<file path="src/design/abrq_pkg.sv">
`default_nettype none
package abrq_pkg;

	localparam int MAX_RAYS     = 256;
	localparam int RAY_CAPACITY = 512;
	localparam int RAY_W        = $clog2(MAX_RAYS);
	localparam int FILL_W       = $clog2(RAY_CAPACITY + 1);
	localparam int CNT_W        = $clog2(MAX_RAYS + 1);
	localparam int STEP_W       = $clog2(RAY_W);
	localparam int ANGLE_W      = 16;
	localparam int NRAYS_W      = 9;
	localparam int MINPTS_W     = 10;
	localparam int CMP_W        = (FILL_W > MINPTS_W) ? FILL_W : MINPTS_W;
	localparam int FIFO_DEPTH   = 2;
	localparam int FIFO_AW      = $clog2(FIFO_DEPTH);
	localparam int FIFO_CW      = $clog2(FIFO_DEPTH + 1);

	typedef enum logic [2:0] {
		REG_START_ANG = 3'd0,
		REG_RAY_WIDTH = 3'd1,
		REG_NUM_RAYS  = 3'd2,
		REG_MIN_PTS   = 3'd3,
		REG_WRAP      = 3'd4
	} cfg_reg_t;

	typedef enum logic [1:0] {
		ACT_INSERT = 2'd0,
		ACT_EOS    = 2'd1,
		ACT_POP    = 2'd2,
		ACT_CLEAR  = 2'd3
	} action_t;

	typedef enum logic [2:0] {
		ST_OK     = 3'd0,
		ST_MARKER = 3'd1,
		ST_FULL   = 3'd2,
		ST_RANGE  = 3'd3,
		ST_NONE   = 3'd4
	} status_t;

	typedef enum logic [1:0] {
		MODE_NOT_READY = 2'd0,
		MODE_READY     = 2'd1,
		MODE_RESET     = 2'd2
	} ray_mode_t;

	typedef enum logic [2:0] {
		CMD_INSERT,
		CMD_MARKER,
		CMD_RANGE,
		CMD_EOS,
		CMD_POP,
		CMD_CLEAR
	} cmd_kind_t;

	typedef struct packed {
		cmd_kind_t        kind;
		logic [RAY_W-1:0] bin;
	} cmd_t;

	typedef struct packed {
		logic signed [ANGLE_W-1:0] start_ang;
		logic [ANGLE_W-1:0]        ray_width;
		logic [CNT_W-1:0]          n_act;
		logic [MINPTS_W-1:0]       min_pts;
		logic                      wrap;
	} cfg_t;

	typedef struct packed {
		status_t           status;
		logic [RAY_W-1:0]  ray_index;
		logic [FILL_W-1:0] ray_points;
		logic [CNT_W-1:0]  ready_count;
	} res_t;

	typedef struct packed {
		ray_mode_t         mode;
		logic [FILL_W-1:0] fill;
	} ray_ent_t;

	typedef enum logic [1:0] {
		F_IDLE,
		F_DIV,
		F_PUSH
	} front_state_t;

	typedef enum logic [2:0] {
		B_IDLE,
		B_NORM,
		B_INS,
		B_EOS,
		B_TAKE,
		B_TAKE_WR,
		B_OUT
	} back_state_t;

endpackage
`default_nettype wire

</file>
<file path="src/design/abrq_cmd_fifo.sv">
`default_nettype none
module abrq_cmd_fifo (
	input  wire logic           clk,
	input  wire logic           arst_n,
	input  wire logic           push,
	input  wire abrq_pkg::cmd_t push_cmd,
	output logic                full,
	input  wire logic           pop,
	output abrq_pkg::cmd_t      pop_cmd,
	output logic                empty
);
	localparam int AW = abrq_pkg::FIFO_AW;
	localparam int CW = abrq_pkg::FIFO_CW;

	abrq_pkg::cmd_t slot_q [abrq_pkg::FIFO_DEPTH];
	logic [AW-1:0]  wr_q, rd_q;
	logic [CW-1:0]  cnt_q;

	assign full    = (cnt_q == CW'(abrq_pkg::FIFO_DEPTH));
	assign empty   = (cnt_q == '0);
	assign pop_cmd = slot_q[rd_q];

	always_ff @(posedge clk or negedge arst_n) begin
		if (!arst_n) begin
			wr_q  <= '0;
			rd_q  <= '0;
			cnt_q <= '0;
		end else begin
			if (push) begin
				wr_q <= (wr_q == AW'(abrq_pkg::FIFO_DEPTH - 1)) ? '0 : wr_q + AW'(1);
			end
			if (pop) begin
				rd_q <= (rd_q == AW'(abrq_pkg::FIFO_DEPTH - 1)) ? '0 : rd_q + AW'(1);
			end
			if (push && !pop) begin
				cnt_q <= cnt_q + CW'(1);
			end else if (pop && !push) begin
				cnt_q <= cnt_q - CW'(1);
			end
		end
	end

	always_ff @(posedge clk) begin
		if (push) begin
			slot_q[wr_q] <= push_cmd;
		end
	end
endmodule
`default_nettype wire

</file>
<file path="config.mk">
export PLATFORM = sky130hd
export DESIGN_NAME = abrq_cmd_fifo
export DESIGN_NICKNAME = d
export VERILOG_FILES = /design/src/design/abrq_pkg.sv /design/src/design/abrq_cmd_fifo.sv
export SDC_FILE = /design/constraint.sdc
export NUM_CORES = 1
export LEC_CHECK = 0
export BUFFER_PORTS_ARGS = -buffer_cell sky130_fd_sc_hd__buf_2
export CAP_MARGIN = 20
export CORE_MARGIN = 2
export CORE_UTILIZATION = 45
export DETAILED_ROUTE_END_ITERATION = 16
export PLACE_DENSITY_LB_ADDON = 0.08
export SLEW_MARGIN = 25
export SYNTH_ARGS = -nofsm -noshare
export SYNTH_HDL_FRONTEND = slang
export SYNTH_SLANG_ARGS = --single-unit
</file>
<file path="constraint.sdc">
create_clock -name clk -period 1.3 [get_ports clk]
set_input_delay 0.195 -clock clk [delete_from_list [all_inputs] [get_ports clk]]
set_output_delay 0.195 -clock clk [all_outputs]
set_load 0.1 [all_outputs]
</file>
======== After elaboration in Yosys (flattened, before gate mapping) ========
Memories as Yosys holds them, arrays and structs flattened.
Index checks and enable logic that the tools add are counted.
storage, ports and cells
  memories kept ........................... 1
  input port bits ......................... 15
  word-level logic and storage cells ...... 21
  bits in registers ....................... 4
  RAM bits ................................ 22
  output and inout port bits .............. 13
memories
  memory  words  width  read ports  clocked after Yosys merged registers in  wr ports  line                 source
  slot_q  2      11     1           0                                        1         abrq_cmd_fifo.sv:15  abrq_pkg::cmd_t slot_q [abrq_pkg::FIFO_DEPTH];
cells by class
  mux-type cells .......................... 6
  eq/ne operators ......................... 1
  add/subtract/negate cells ............... 4
  reduce and logical (&&, ||, !) cells .... 6
operators with widths
  kind                 number
  $mux 1               4
  $mux 2               2
  $add 1x1->1 const B  2
  $add 2x1->2 const B  1
  $eq 2x2->1 const B   1
  $logic_and 1x1->1    2
  $logic_not 1->1      2
  $logic_not 2->1      1
  $reduce_bool 2->1    1
  $sub 2x1->2 const B  1

======== Depth between registers and ports, before layout ========
  depth in word-level cells ............... 4
  gate-level depth with buffers ........... 5
  mapped depth without buffers ............ 5

======== Worst setup path after synthesis ========
OpenSTA, ideal clock, no wires.
  path kind ............................... flip-flop to output port
  start point ............................. reg cnt_q[0]
  end point ............................... out full
  arrival ................................. 1.753 ns
  buffers on the path ..................... 0
  cell stages (with the launch flop) ...... 2
  data required time ...................... 1.105 ns
  setup slack ............................. -0.648 ns
  cell sequence ........................... dfrtp_1 > nor2b_1
between the ends
  longest elaborated chain between the ends .. 1
RTL lines
  element                   line                 source
  start: declaration        abrq_cmd_fifo.sv:17  logic [CW-1:0] cnt_q;
  start signal: assignment  abrq_cmd_fifo.sv:36  cnt_q <= cnt_q + CW'(1);
  start signal: assignment  abrq_cmd_fifo.sv:38  cnt_q <= cnt_q - CW'(1);
  $eq 2x2->1                abrq_cmd_fifo.sv:19  assign full = (cnt_q == CW'(abrq_pkg::FIFO_DEPTH));
  end: declaration          abrq_cmd_fifo.sv:7   output logic full,
No other way between the ends.

==> results.yml <==
timing:
  layout_setup_ws_ps: -292
  setup_violations: 11
  final.period_utilization_pct: 122
  final.min_clock_period_ps: 1590
  worst_slew_pin_slew_ps: 165
  grt_setup_unrepaired: "true"
  final_max_slew_viol_count: 0
  fmax_mhz: 628
  fin_skew_ps: 5.37
  final_hold_viol_count: 0
  max-slew-margin-rel_pct: 89.0
hold_path:
  hold_depth: 2
  holdCritPathClass: "input port to register"
global_routing:
  grt_max_degree: 15
  grt_pass1_vias: 570
  grt_pass1_wl_um: 2360
  antenna_found_initial: 0
  grt_overflow: 0
  track_usage_pct: 12.3
die:
  fp.dieW_um: 51.5
  fp.dieArea_mm2: 0.00265
  io_pins: 28
  die_y_um: 51.5
  core_region_area_mm2: 0.00217
  initial_core_util_pct: 46.8
  num_rows: 17
clocking:
  clock-root-buffer: "clkbuf_4"
  cts_buffers: 3
  clk_latency_ps: 310
  cts_htree_levels: 1
  clk_pin_slew_ps: 130
  cts.sinks: 26
  clock_path_buffers: 2
  cts_tree: "yes"
setup_path:
  crit_path_end_kind: "primary output"
  path_class: "register to primary output"
  cp.arrival_ps: 1400
  start_kind: "register"
  reg2reg_depth: 2
  worstPathRequired_ps: 1110
  cp_max_fo: 9
logic_synthesis:
  yosysSeqAreaShare_pct: 74.9
  ys_types: 12
  synth_edf_count: 22
  yosys.area.top_type_share_pct: 65.0
  synth_commonest_cells: "edfxtp_1 (22), mux2_4 (9), dfrtp_1 (4), xor2_1 (4)"
  syn_area_mm2: 0.00102
  ys_top_cells_by_area: "edfxtp_1 (65%), mux2_4 (13%), dfrtp_1 (9.9%), xor2_1 (3.4%), mux2_2 (2.2%)"
  synth_flop_cell: "edfxtp_1"
  synthCells: 50
  synth_seq_cells: 26
  synth_most_common_cell: "edfxtp_1"
  ys_warn_count: 0
  async_flop_share_pct: 15.4
  avgSynthCellArea_um2: 20.3
  yosys.area.top_type: "edfxtp_1"
  synth_nets: 66
route:
  vias: 533
  antenna_left: 0
  wirelength_um: 1420
  drt_iter0_drc: 3
  routedWlPerCell_um: 11.9
  route.detailed.drc: 0
  via_per_inst: 4.48
  drtPass1Iterations: 2
final_layout:
  n_antenna_cell: 0
  fin_util_pct: 69.3
  fin_nets: 108
  fillers: 158
  area_delta_synth_final_pct: 47.9
  drive_above_1_share_pct: 58.2
outcome:
  status: "complete, but fails checks"
  failed_checks: "setup timing"
place:
  gp_congestion: 0.636
  io_buffers: 27
  post-dp-hpwl_um: 1090
flow_run:
  maxCapViolCount: 0
cell usage in the layout, fill, tap and decap left out, types with 3 or more instances in the layout:
| master | synthesis | routed |
|---|---|---|
| buf_12 | 0 | 13 |
| buf_2 | 0 | 14 |
| buf_4 | 0 | 9 |
| clkbuf_4 | 0 | 3 |
| dfrtp_1 | 4 | 4 |
| edfxtp_1 | 22 | 22 |
| mux2_4 | 9 | 11 |
| xor2_1 | 4 | 4 |
critical path, cell delays in order (launching register included):
cell,delay (ps)
dfrtp_1,410
buf_6,180
mux2_4,330
buf_12,170
stage by stage:
stage	instances	TNS (ps)	hold WS [ps]	cell area (um^2)	worst slack [ps]
floorplan	50	-243	-101	1020	-133
global placement	110	0	5.12	1420	25.8
detailed placement	110	0	6.85	1420	6.64
CTS	118	-3240	52.9	1500	-303
global route	119	-3610	51.2	1500	-334
finish	119	-3140	61.3	1500	-292
worst paths after layout:
kind	slack (ps)	from	endpoint
min in group asynchronous	220	arst_n	cnt_q[0]$_DFFE_PN0P_
worst max register to register	230	wr_q$_DFFE_PN0P_	slot_q[0][1]$_DFFE_PP_
worst max-delay path	-290	rd_q$_DFFE_PN0P_	pop_cmd[5]
worst min-delay path	60	pop	rd_q$_DFFE_PN0P_
max in group asynchronous	960	arst_n	rd_q$_DFFE_PN0P_
worst min register to register	510	wr_q$_DFFE_PN0P_	wr_q$_DFFE_PN0P_
state kept, by name (all words and copies together) (netlist names):
signal and flops:
cnt_q 2, rd_q 1, slot_q 22, wr_q 1
what timing repair did:
item	in CTS	in global routing
hold buffers	1	0
resized for setup	4	0
setup endpoints to repair	13	13
buffers inserted	3	1
hold endpoints to repair	4	0
kinds of logic (layout without fill, tap and decap cells):
kind of cell,after synthesis,count (layout),share of synthesized area (%)
adders and majority gates,1,1,1.23
xor gates and xnor gates,5,5,4.31
DFF,26,26,74.9
buffers and inverters,2,43,1.48
and+or+nand+nor,5,5,2.59
muxes,11,11,15.5
layout make-up:
cell class / instances / area [um^2] / share of cell area (%)
flip-flops and latches: 26 / 761 / 50.6
repair buffers: 38 / 419 / 27.9
multi-input cells: 22 / 258 / 17.2
well taps: 28 / 35.0 / 2.33
clock buffers: 3 / 22.5 / 1.50
clock inverters: 1 / 3.75 / 0.250
inverters: 1 / 3.75 / 0.250
metal layers:
layer	GRT usage, %	share of wire [%]	up-vias
met1	12.3	38	253
met2	24.4	56	16
met3	2.30	5.5	0
met4	5.26	0	0
li1	-	-	264
met5	0	0	-
Power is left out: the tool's default activity adds up to more than one toggle a clock period on the data nets, which glitch-free logic cannot reach.
