===== src/design/abrq_pkg.sv =====
`default_nettype none
package abrq_pkg;

	localparam int MAX_RAYS     = 256;
	localparam int RAY_CAPACITY = 512;
	localparam int RAY_W        = $clog2(MAX_RAYS);
	localparam int FILL_W       = $clog2(RAY_CAPACITY + 1);
	localparam int CNT_W        = $clog2(MAX_RAYS + 1);
	localparam int STEP_W       = $clog2(RAY_W);
	localparam int ANGLE_W      = 16;
	localparam int NRAYS_W      = 9;
	localparam int MINPTS_W     = 10;
	localparam int CMP_W        = (FILL_W > MINPTS_W) ? FILL_W : MINPTS_W;
	localparam int FIFO_DEPTH   = 2;
	localparam int FIFO_AW      = $clog2(FIFO_DEPTH);
	localparam int FIFO_CW      = $clog2(FIFO_DEPTH + 1);

	typedef enum logic [2:0] {
		REG_START_ANG = 3'd0,
		REG_RAY_WIDTH = 3'd1,
		REG_NUM_RAYS  = 3'd2,
		REG_MIN_PTS   = 3'd3,
		REG_WRAP      = 3'd4
	} cfg_reg_t;

	typedef enum logic [1:0] {
		ACT_INSERT = 2'd0,
		ACT_EOS    = 2'd1,
		ACT_POP    = 2'd2,
		ACT_CLEAR  = 2'd3
	} action_t;

	typedef enum logic [2:0] {
		ST_OK     = 3'd0,
		ST_MARKER = 3'd1,
		ST_FULL   = 3'd2,
		ST_RANGE  = 3'd3,
		ST_NONE   = 3'd4
	} status_t;

	typedef enum logic [1:0] {
		MODE_NOT_READY = 2'd0,
		MODE_READY     = 2'd1,
		MODE_RESET     = 2'd2
	} ray_mode_t;

	typedef enum logic [2:0] {
		CMD_INSERT,
		CMD_MARKER,
		CMD_RANGE,
		CMD_EOS,
		CMD_POP,
		CMD_CLEAR
	} cmd_kind_t;

	typedef struct packed {
		cmd_kind_t        kind;
		logic [RAY_W-1:0] bin;
	} cmd_t;

	typedef struct packed {
		logic signed [ANGLE_W-1:0] start_ang;
		logic [ANGLE_W-1:0]        ray_width;
		logic [CNT_W-1:0]          n_act;
		logic [MINPTS_W-1:0]       min_pts;
		logic                      wrap;
	} cfg_t;

	typedef struct packed {
		status_t           status;
		logic [RAY_W-1:0]  ray_index;
		logic [FILL_W-1:0] ray_points;
		logic [CNT_W-1:0]  ready_count;
	} res_t;

	typedef struct packed {
		ray_mode_t         mode;
		logic [FILL_W-1:0] fill;
	} ray_ent_t;

	typedef enum logic [1:0] {
		F_IDLE,
		F_DIV,
		F_PUSH
	} front_state_t;

	typedef enum logic [2:0] {
		B_IDLE,
		B_NORM,
		B_INS,
		B_EOS,
		B_TAKE,
		B_TAKE_WR,
		B_OUT
	} back_state_t;

endpackage
`default_nettype wire


===== src/design/abrq_front.sv =====
`default_nettype none
module abrq_front (
	input  wire logic                          clk,
	input  wire logic                          arst_n,
	input  wire abrq_pkg::cfg_t                cfg,
	input  wire logic                          in_valid,
	output logic                               in_ready,
	input  wire logic [1:0]                    action,
	input  wire logic [abrq_pkg::ANGLE_W-1:0]  point_angle,
	input  wire logic                          is_end_marker,
	output logic                               push,
	output abrq_pkg::cmd_t                     push_cmd,
	input  wire logic                          fifo_full
);
	localparam int RW = abrq_pkg::RAY_W;
	localparam int AW = abrq_pkg::ANGLE_W;
	localparam int SW = abrq_pkg::STEP_W;

	abrq_pkg::front_state_t state_q, state_d;
	abrq_pkg::cmd_kind_t    kind_q, kind_d;
	logic [AW-1:0]          rem_q, rem_d;
	logic [RW-1:0]          quot_q, quot_d;
	logic [SW-1:0]          k_q, k_d;

	logic signed [AW:0]     diff;
	logic                   d_pos;
	logic [AW-1:0]          w_eff;
	logic                   too_big;
	logic [AW+RW-1:0]       shifted;
	logic                   ge;
	logic                   accept;

	// angle offset from the field start, folded once when the field wraps
	assign diff    = {point_angle[AW-1], point_angle} - {cfg.start_ang[AW-1], cfg.start_ang};
	assign d_pos   = (cfg.wrap || !diff[AW]) && (diff[AW-1:0] != '0);
	assign w_eff   = (cfg.ray_width == '0) ? AW'(1) : cfg.ray_width;
	assign too_big = {{RW{1'b0}}, diff[AW-1:0]} >= {w_eff, {RW{1'b0}}};
	assign shifted = {{RW{1'b0}}, w_eff} << k_q;
	assign ge      = {{RW{1'b0}}, rem_q} >= shifted;
	assign accept  = in_valid && in_ready;

	always_comb begin
		state_d  = state_q;
		kind_d   = kind_q;
		rem_d    = rem_q;
		quot_d   = quot_q;
		k_d      = k_q;
		in_ready = 1'b0;
		push     = 1'b0;
		push_cmd = '{kind: kind_q, bin: quot_q};
		case (state_q)
			abrq_pkg::F_IDLE: begin
				in_ready = 1'b1;
				if (accept) begin
					quot_d  = '0;
					rem_d   = diff[AW-1:0];
					k_d     = SW'(RW - 1);
					state_d = abrq_pkg::F_PUSH;
					case (abrq_pkg::action_t'(action))
						abrq_pkg::ACT_INSERT: begin
							if (is_end_marker) begin
								kind_d = abrq_pkg::CMD_MARKER;
							end else if (!d_pos) begin
								kind_d = abrq_pkg::CMD_INSERT;
							end else if (too_big) begin
								kind_d = abrq_pkg::CMD_RANGE;
							end else begin
								kind_d  = abrq_pkg::CMD_INSERT;
								state_d = abrq_pkg::F_DIV;
							end
						end
						abrq_pkg::ACT_EOS:   kind_d = abrq_pkg::CMD_EOS;
						abrq_pkg::ACT_POP:   kind_d = abrq_pkg::CMD_POP;
						default:             kind_d = abrq_pkg::CMD_CLEAR;
					endcase
				end
			end
			abrq_pkg::F_DIV: begin
				// restoring divide, one quotient bit per cycle, MSB first
				if (ge) begin
					rem_d = rem_q - shifted[AW-1:0];
				end
				quot_d = {quot_q[RW-2:0], ge};
				k_d    = k_q - SW'(1);
				if (k_q == '0) begin
					state_d = abrq_pkg::F_PUSH;
				end
			end
			abrq_pkg::F_PUSH: begin
				if (kind_q == abrq_pkg::CMD_INSERT && {1'b0, quot_q} >= cfg.n_act) begin
					push_cmd.kind = abrq_pkg::CMD_RANGE;
				end
				if (!fifo_full) begin
					push    = 1'b1;
					state_d = abrq_pkg::F_IDLE;
				end
			end
			default: state_d = abrq_pkg::F_IDLE;
		endcase
	end

	always_ff @(posedge clk or negedge arst_n) begin
		if (!arst_n) begin
			state_q <= abrq_pkg::F_IDLE;
		end else begin
			state_q <= state_d;
		end
	end

	always_ff @(posedge clk) begin
		kind_q <= kind_d;
		rem_q  <= rem_d;
		quot_q <= quot_d;
		k_q    <= k_d;
	end
endmodule
`default_nettype wire


===== config.mk =====
export PLATFORM = sky130hd
export DESIGN_NAME = abrq_front
export DESIGN_NICKNAME = d
export VERILOG_FILES = /design/src/design/abrq_pkg.sv /design/src/design/abrq_front.sv
export SDC_FILE = /design/constraint.sdc
export NUM_CORES = 1
export LEC_CHECK = 0
export ABC_CLOCK_PERIOD_IN_PS = 4100
export BUFFER_PORTS_ARGS = -buffer_cell sky130_fd_sc_hd__buf_2
export CAP_MARGIN = 20
export CELL_PAD_IN_SITES_DETAIL_PLACEMENT = 1
export CELL_PAD_IN_SITES_GLOBAL_PLACEMENT = 1
export CORE_MARGIN = 3
export CORE_UTILIZATION = 38
export CTS_CLUSTER_SIZE = 8
export DETAILED_ROUTE_END_ITERATION = 8
export GPL_ROUTABILITY_DRIVEN = 0
export PLACE_DENSITY_LB_ADDON = 0.12
export SETUP_SLACK_MARGIN = 0.02
export SYNTH_ARGS = -nofsm -noshare
export SYNTH_HDL_FRONTEND = slang
export SYNTH_SLANG_ARGS = --single-unit

===== constraint.sdc =====
create_clock -name clk -period 4.1 [get_ports clk]
set_clock_uncertainty 0.2 [all_clocks]
set_input_delay 0.205 -clock clk [delete_from_list [all_inputs] [get_ports clk]]
set_output_delay 0.205 -clock clk [all_outputs]
set_load 0.005 [all_outputs]

# Word-level counts from Yosys, hierarchy flattened

Index checks and enable logic that the tools add are counted.

Add/sub/neg operators: 3
Order comparisons: 3
Equal/unequal tests: 8
Shift operators: 1
Mux-type cells: 25
Reductions and logical operators: 16

Operators by type and width:

| operator                                                              | count |
|---|---|
| 16-bit by 24-bit >= comparator with 1-bit output                      | 2 |
| 16-bit 2-to-1 mux                                                     | 3 |
| 16-bit one-hot mux with 2 select lines                                | 1 |
| 16-bit by 3-bit << shifter with 24-bit output                         | 1 |
| 2-bit 2-to-1 mux                                                      | 10 |
| 16-bit by 16-bit subtractor with 17-bit output                        | 1 |
| 16-bit logical NOT                                                    | 1 |
| 8-bit one-hot mux with 2 select lines                                 | 1 |
| 16-bit nonzero test                                                   | 1 |
| 16-bit subtractor                                                     | 1 |
| 8-bit by 9-bit >= comparator with 1-bit output                        | 1 |
| 3-bit 2-to-1 mux                                                      | 3 |
| 3-bit one-hot mux with 3 select lines                                 | 1 |
| 8-bit 2-to-1 mux                                                      | 1 |
| 2-bit inequality test, second input constant                          | 4 |
| 3-bit logical NOT                                                     | 2 |
| 2-bit one-hot mux with 3 select lines                                 | 1 |
| 3-bit one-hot mux with 2 select lines                                 | 1 |
| 3-bit AND reduction                                                   | 2 |
| 2-bit by 1-bit equality test with 1-bit output, second input constant | 2 |
| 2-bit equality test, second input constant                            | 2 |
| 2-bit logical NOT                                                     | 2 |
| 2-bit AND reduction                                                   | 2 |
| 1-bit logical AND                                                     | 3 |
| other kinds (5)                                                       | 7 |

Flip-flop bits (word level): 32
Input bits: 75
Logic and storage cells: 61

# Longest topological paths before layout

Depth in word-level cells: 9
Gate-level depth with buffers: 16

# Worst setup path before layout

No wires, ideal clock.

Path kind: register to register
From: register k_q[0]
To: register rem_q[0], enable pin
Setup time: 291 ps
Arrival time: 3699 ps
Path slack: -90 ps
Cell stages (with the launch flop): 15
Path through: edfxtp_1 -> clkbuf_1 -> clkbuf_1 -> clkbuf_1 -> a31oi_1 -> or2_2 -> ha_1 -> nor2b_1 -> o21ai_1 -> a21boi_0 -> o211ai_1 -> a31o_2 -> a211oi_1 -> o41a_1 -> or2_2

Word-level cells in the longest chain between the ends: 4

Ends and longest elaborated chain:

| element                                          | line              | RTL |
|---|---|---|
| from (decl)                                      | abrq_front.sv:23  | `logic [SW-1:0] k_q, k_d;` |
| from (signal assigned)                           | abrq_front.sv:114 | `k_q <= k_d;` |
| 16-bit by 3-bit << shifter with 24-bit output    | abrq_front.sv:38  | `assign shifted = {{RW{1'b0}}, w_eff} << k_q;` |
| 16-bit by 24-bit >= comparator with 1-bit output | abrq_front.sv:39  | `assign ge = {{RW{1'b0}}, rem_q} >= shifted;` |
| 2-bit inequality test (no source line)           | -                 |  |
| 3-bit AND reduction (no source line)             | -                 |  |
| to (signal assigned)                             | abrq_front.sv:112 | `rem_q <= rem_d;` |
| to (decl)                                        | abrq_front.sv:21  | `logic [AW-1:0] rem_q, rem_d;` |

No other way between the ends.
A chain may end at the register's enable or synchronous reset.

# Worst setup path in the final report

From: input cfg[28] (netlist name)
To: register rem_q[4], enable pin

Word-level cells in the longest chain between the ends: 6

Ends and longest elaborated chain:

| element                                              | line             | RTL |
|---|---|---|
| from (decl)                                          | abrq_front.sv:5  | `input wire abrq_pkg::cfg_t cfg,` |
| 16-bit logical NOT                                   | abrq_front.sv:36 | `assign w_eff = (cfg.ray_width == '0) ? AW'(1) : cfg.ray_width;` |
| 16-bit 2-to-1 mux (*)                                | abrq_front.sv:36 |  |
| 16-bit by 3-bit << shifter with 24-bit output (*)    | abrq_front.sv:38 |  |
| 16-bit by 24-bit >= comparator with 1-bit output (*) | abrq_front.sv:39 |  |
| 2-bit inequality test (no source line) (*)           | -                |  |
| 3-bit AND reduction (no source line) (*)             | -                |  |

Mark *: on every way between the ends. The rest lies on a longest branch, timed or not.

==> impl_metrics.sql <==
INSERT INTO impl_metrics (metric_group, metric, value, unit) VALUES
('sta', 'finalCritPeriodShare', '94.52', '%'),
('sta', 'finalHoldViolations', '0', ''),
('setup_path', 'worstSetupPathType', 'in2reg', ''),
('setup_path', 'critical_r2r_capture', 'rem_q[4]$_DFFE_PP_', ''),
('layout', 'nets', '704', ''),
('power_and_ir_drop', 'power_density', '310.8', 'nW/um2'),
('global_routing', 'antenna_violations_before_repair', '0', ''),
('clock_tree', 'max-clock-path-buffers', '2', ''),
('yosys', 'async_flop_share', '6.250', '%'),
('floorplanning', 'initial_standard_cell_utilization_of_the_core', '39.50', '%'),
('layout', 'mostFrequentLayoutCell', 'sky130_fd_sc_hd__buf_2', ''),
('yosys', 'syn_avg_cell_area', '8.734', 'um2'),
('floorplanning', 'core', '10420', 'um2'),
('clock_tree', 'clock_latency', '300', 'ps'),
('setup_path', 'cp_data_arrival_time', '3720', 'ps'),
('detailed_routing', 'route.final.wire_length', '12.51', 'mm'),
('yosys', 'synth_top_family_by_area', 'compound AO/OA/AOI/OAI gates', ''),
('min_path', 'worst_hold_path_type', 'in2async', ''),
('detailed_routing', 'vias', '4021', ''),
('yosys', 'synthDominantAreaCellType', 'sky130_fd_sc_hd__edfxtp_1', ''),
('detailed_routing', 'routed_wirelength_normalized_by_instance_count', '17.52', 'um'),
('floorplanning', 'die_w', '110.1', 'um'),
('floorplanning', 'pin_count', '88', ''),
('yosys', 'synth.area.top_cells', 'sky130_fd_sc_hd__edfxtp_1 22%, sky130_fd_sc_hd__ha_1 15%, sky130_fd_sc_hd__mux4_2 6.6%, sky130_fd_sc_hd__inv_1 4.7%, sky130_fd_sc_hd__mux2i_1 3.6%', ''),
('clock_tree', 'worst_setup_hold_path_clk_slew', '70', 'ps'),
('power_and_ir_drop', 'vdd_ir_drop_max', '0.0001210', 'V'),
('yosys', 'synth_area_in_compound_gates', '20.86', '%'),
('layout', 'syn_to_final_growth', '22.17', '%'),
('sta', 'setup_ws', '224.8', 'ps'),
('sta', 'setup_total_negative_slack', '0', 'ps'),
('global_routing', 'grt_pass1_wl', '19.81', 'mm'),
('yosys', 'flip_flop_and_latch_count_after_synthesis', '32', ''),
('global_routing', 'overflow', '0', ''),
('setup_path', 'timing.critical_path.fanout_max', '8', ''),
('place', 'place.port_buffers', '77', ''),
('setup_path', 'reg2regPathDepth', '11', ''),
('detailed_routing', 'initial_drc_count', '224', ''),
('setup_path', 'timing.critical_path.to_type', 'flop', ''),
('global_routing', 'grt.total_usage', '20.68', '%'),
('detailed_routing', 'firstDrtPassIters', '4', ''),
('power_and_ir_drop', 'power_leakage', '2.420', 'nW'),
('clock_tree', 'tritoncts', 'done', ''),
('layout', 'mostFrequentLayoutCells', '77 x sky130_fd_sc_hd__buf_2, 52 x sky130_fd_sc_hd__inv_1, 50 x sky130_fd_sc_hd__ha_1', ''),
('run', 'timing.max_cap.violations', '0', ''),
('clock_tree', 'cts_root_buffer', 'sky130_fd_sc_hd__clkbuf_8', ''),
('yosys', 'synth_area_in_xor_xnor', '4.045', '%'),
('yosys', 'synth.net_count', '598', ''),
('sta', 'worst_pin_slew', '1001', 'ps'),
('floorplanning', 'placement_rows', '37', ''),
('setup_path', 'nature_of_the_critical_path_startpoint', 'input port', ''),
('setup_path', 'worst_setup_path_startpoint', 'cfg[28]', ''),
('yosys', 'synth_warn', '0', ''),
('clock_tree', 'cts_buf_count', '5', ''),
('yosys', 'synth-edff-count', '30', ''),
('yosys', 'synth.top_cell.area_share', '21.90', '%'),
('detailed_routing', 'via_per_inst', '5.632', ''),
('yosys', 'area_share_of_fa_ha_maj_cells_after_synthesis', '16.18', '%'),
('sta', 'final_max_slew_viol_count', '0', ''),
('place', 'post-place-ws', '-316.1', 'ps'),
('yosys', 'synth-main-ff-cell', 'sky130_fd_sc_hd__edfxtp_1', ''),
('sta', 'slew_headroom', '33.25', '%'),
('yosys', 'postSynthCellCount', '471', ''),
('outcome', 'run_status', 'completed', ''),
('floorplanning', 'floorplan.die.height', '110.1', 'um'),
('yosys', 'simple_gate_portion_of_the_synthesized_area', '18.86', '%'),
('setup_path', 'critical_path.endpoint', 'rem_q[4]$_DFFE_PP_', ''),
('sta', 'fin_crit', '3875', 'ps'),
('global_routing', 'largest_net_degree_at_the_start_of_global_routing', '26', ''),
('place', 'hpwl', '10.05', 'mm'),
('layout', 'num_antenna_cells', '0', ''),
('detailed_routing', 'drc_errors_left', '0', '');
## logic make-up after synthesis
family	count (synthesis)
buffers and inverters	70
AO/OA/AOI/OAI	126
adder cells (fa/ha/maj)	52
XOR/XNOR	19
multiplexers	27
AND/OR/NAND/NOR	145
flip-flops	32
## per-layer routing
layer | GRT usage, % | vias up | wire (um)
met5 | 0 | - | 0
met2 | 36.44 | 81 | 6303
met3 | 2.271 | 8 | 491
met1 | 27.21 | 1962 | 5586
met4 | 4.541 | 0 | 130
li1 | - | 1970 | -
## worst max-delay path, cell delays in order
cell                       delay (ps)
sky130_fd_sc_hd__buf_2            140
sky130_fd_sc_hd__or4_1            530
sky130_fd_sc_hd__nor2_2           160
sky130_fd_sc_hd__a31oi_1          120
sky130_fd_sc_hd__buf_4            170
sky130_fd_sc_hd__nand2_1           60
sky130_fd_sc_hd__o21ai_0          120
sky130_fd_sc_hd__or3_1            360
sky130_fd_sc_hd__inv_1            100
sky130_fd_sc_hd__fa_1             210
sky130_fd_sc_hd__nor2b_1           80
sky130_fd_sc_hd__o21ai_2          150
sky130_fd_sc_hd__a21boi_1         100
sky130_fd_sc_hd__o211ai_1         220
sky130_fd_sc_hd__a31o_2           210
sky130_fd_sc_hd__a211oi_1          70
sky130_fd_sc_hd__o41a_1           390
sky130_fd_sc_hd__or2_4            340
## area by class of cell
cell class | count | area (um2) | area share [%]
Sequential cell | 32 | 950.9 | 18.92
Clock buffer | 5 | 68.82 | 1.369
Inverter | 53 | 198.9 | 3.958
Tap cell | 136 | 170.2 | 3.386
Timing Repair Buffer | 115 | 690.7 | 13.74
Multi-Input combinational cell | 370 | 2904 | 57.78
Clock inverter | 3 | 42.54 | 0.8464
## flip-flops by register name, indices dropped and copies added (netlist names)
signal   flops
quot_q       8
k_q          3
state_q      2
kind_q       3
rem_q       16
## cell usage after synthesis (12+ instances only)
cell / count
sky130_fd_sc_hd__a21o_1: 12
sky130_fd_sc_hd__a21oi_1: 28
sky130_fd_sc_hd__clkbuf_1: 15
sky130_fd_sc_hd__edfxtp_1: 30
sky130_fd_sc_hd__ha_1: 50
sky130_fd_sc_hd__inv_1: 52
sky130_fd_sc_hd__mux2i_1: 15
sky130_fd_sc_hd__mux4_2: 12
sky130_fd_sc_hd__nand2_1: 25
sky130_fd_sc_hd__nor2_1: 35
sky130_fd_sc_hd__nor3_1: 12
sky130_fd_sc_hd__o21ai_0: 28
## repair_timing
| action | 4_1_cts | 5_1_grt |
|---|---|---|
| hold buffers | 3 | 0 |
| cloned | 0 | 1 |
| hold endpoints to repair | 4 | 0 |
| setup buffers | 1 | 3 |
| setup endpoints to repair | 16 | 22 |
| resized for setup | 1 | 4 |
| pin swaps | 1 | 4 |
## how the worst min path moves through the flow
stage	startpoint	endpoint	slack, ps	cells past startpoint
finish	arst_n	state_q[1]$_DFFE_PN0P_	20	2
global route	arst_n	state_q[1]$_DFFE_PN0P_	40	2
CTS	action[0]	kind_q[0]$_DFFE_PP_	10	2
detailed placement	arst_n	state_q[1]$_DFFE_PN0P_	-200	1
global placement	arst_n	state_q[0]$_DFFE_PN0P_	-210	1
floorplan	arst_n	state_q[0]$_DFFE_PN0P_	-290	0
## stage by stage
step / power, mW / utilization (%) / instances / area (um2) / hold slack, ps
floorplan: 0.9643 / - / 471 / 4118 / -290.6
global placement: 1.198 / 46.34 / 698 / 4827 / -209.1
detailed placement: 1.227 / 46.34 / 698 / 4827 / -204.3
CTS: 1.554 / 47.80 / 710 / 4979 / 14.12
global route: 1.676 / 48.25 / 714 / 5026 / 38.32
finish: 1.562 / 48.25 / 714 / 5026 / 15.67
## power breakdown
group          total (mW)  internal [mW]  switching [mW]
Clock               0.319          0.180           0.139
Sequential          0.459          0.432          0.0266
Combinational       0.784          0.348           0.436
(Power assumes the default switching activity.)
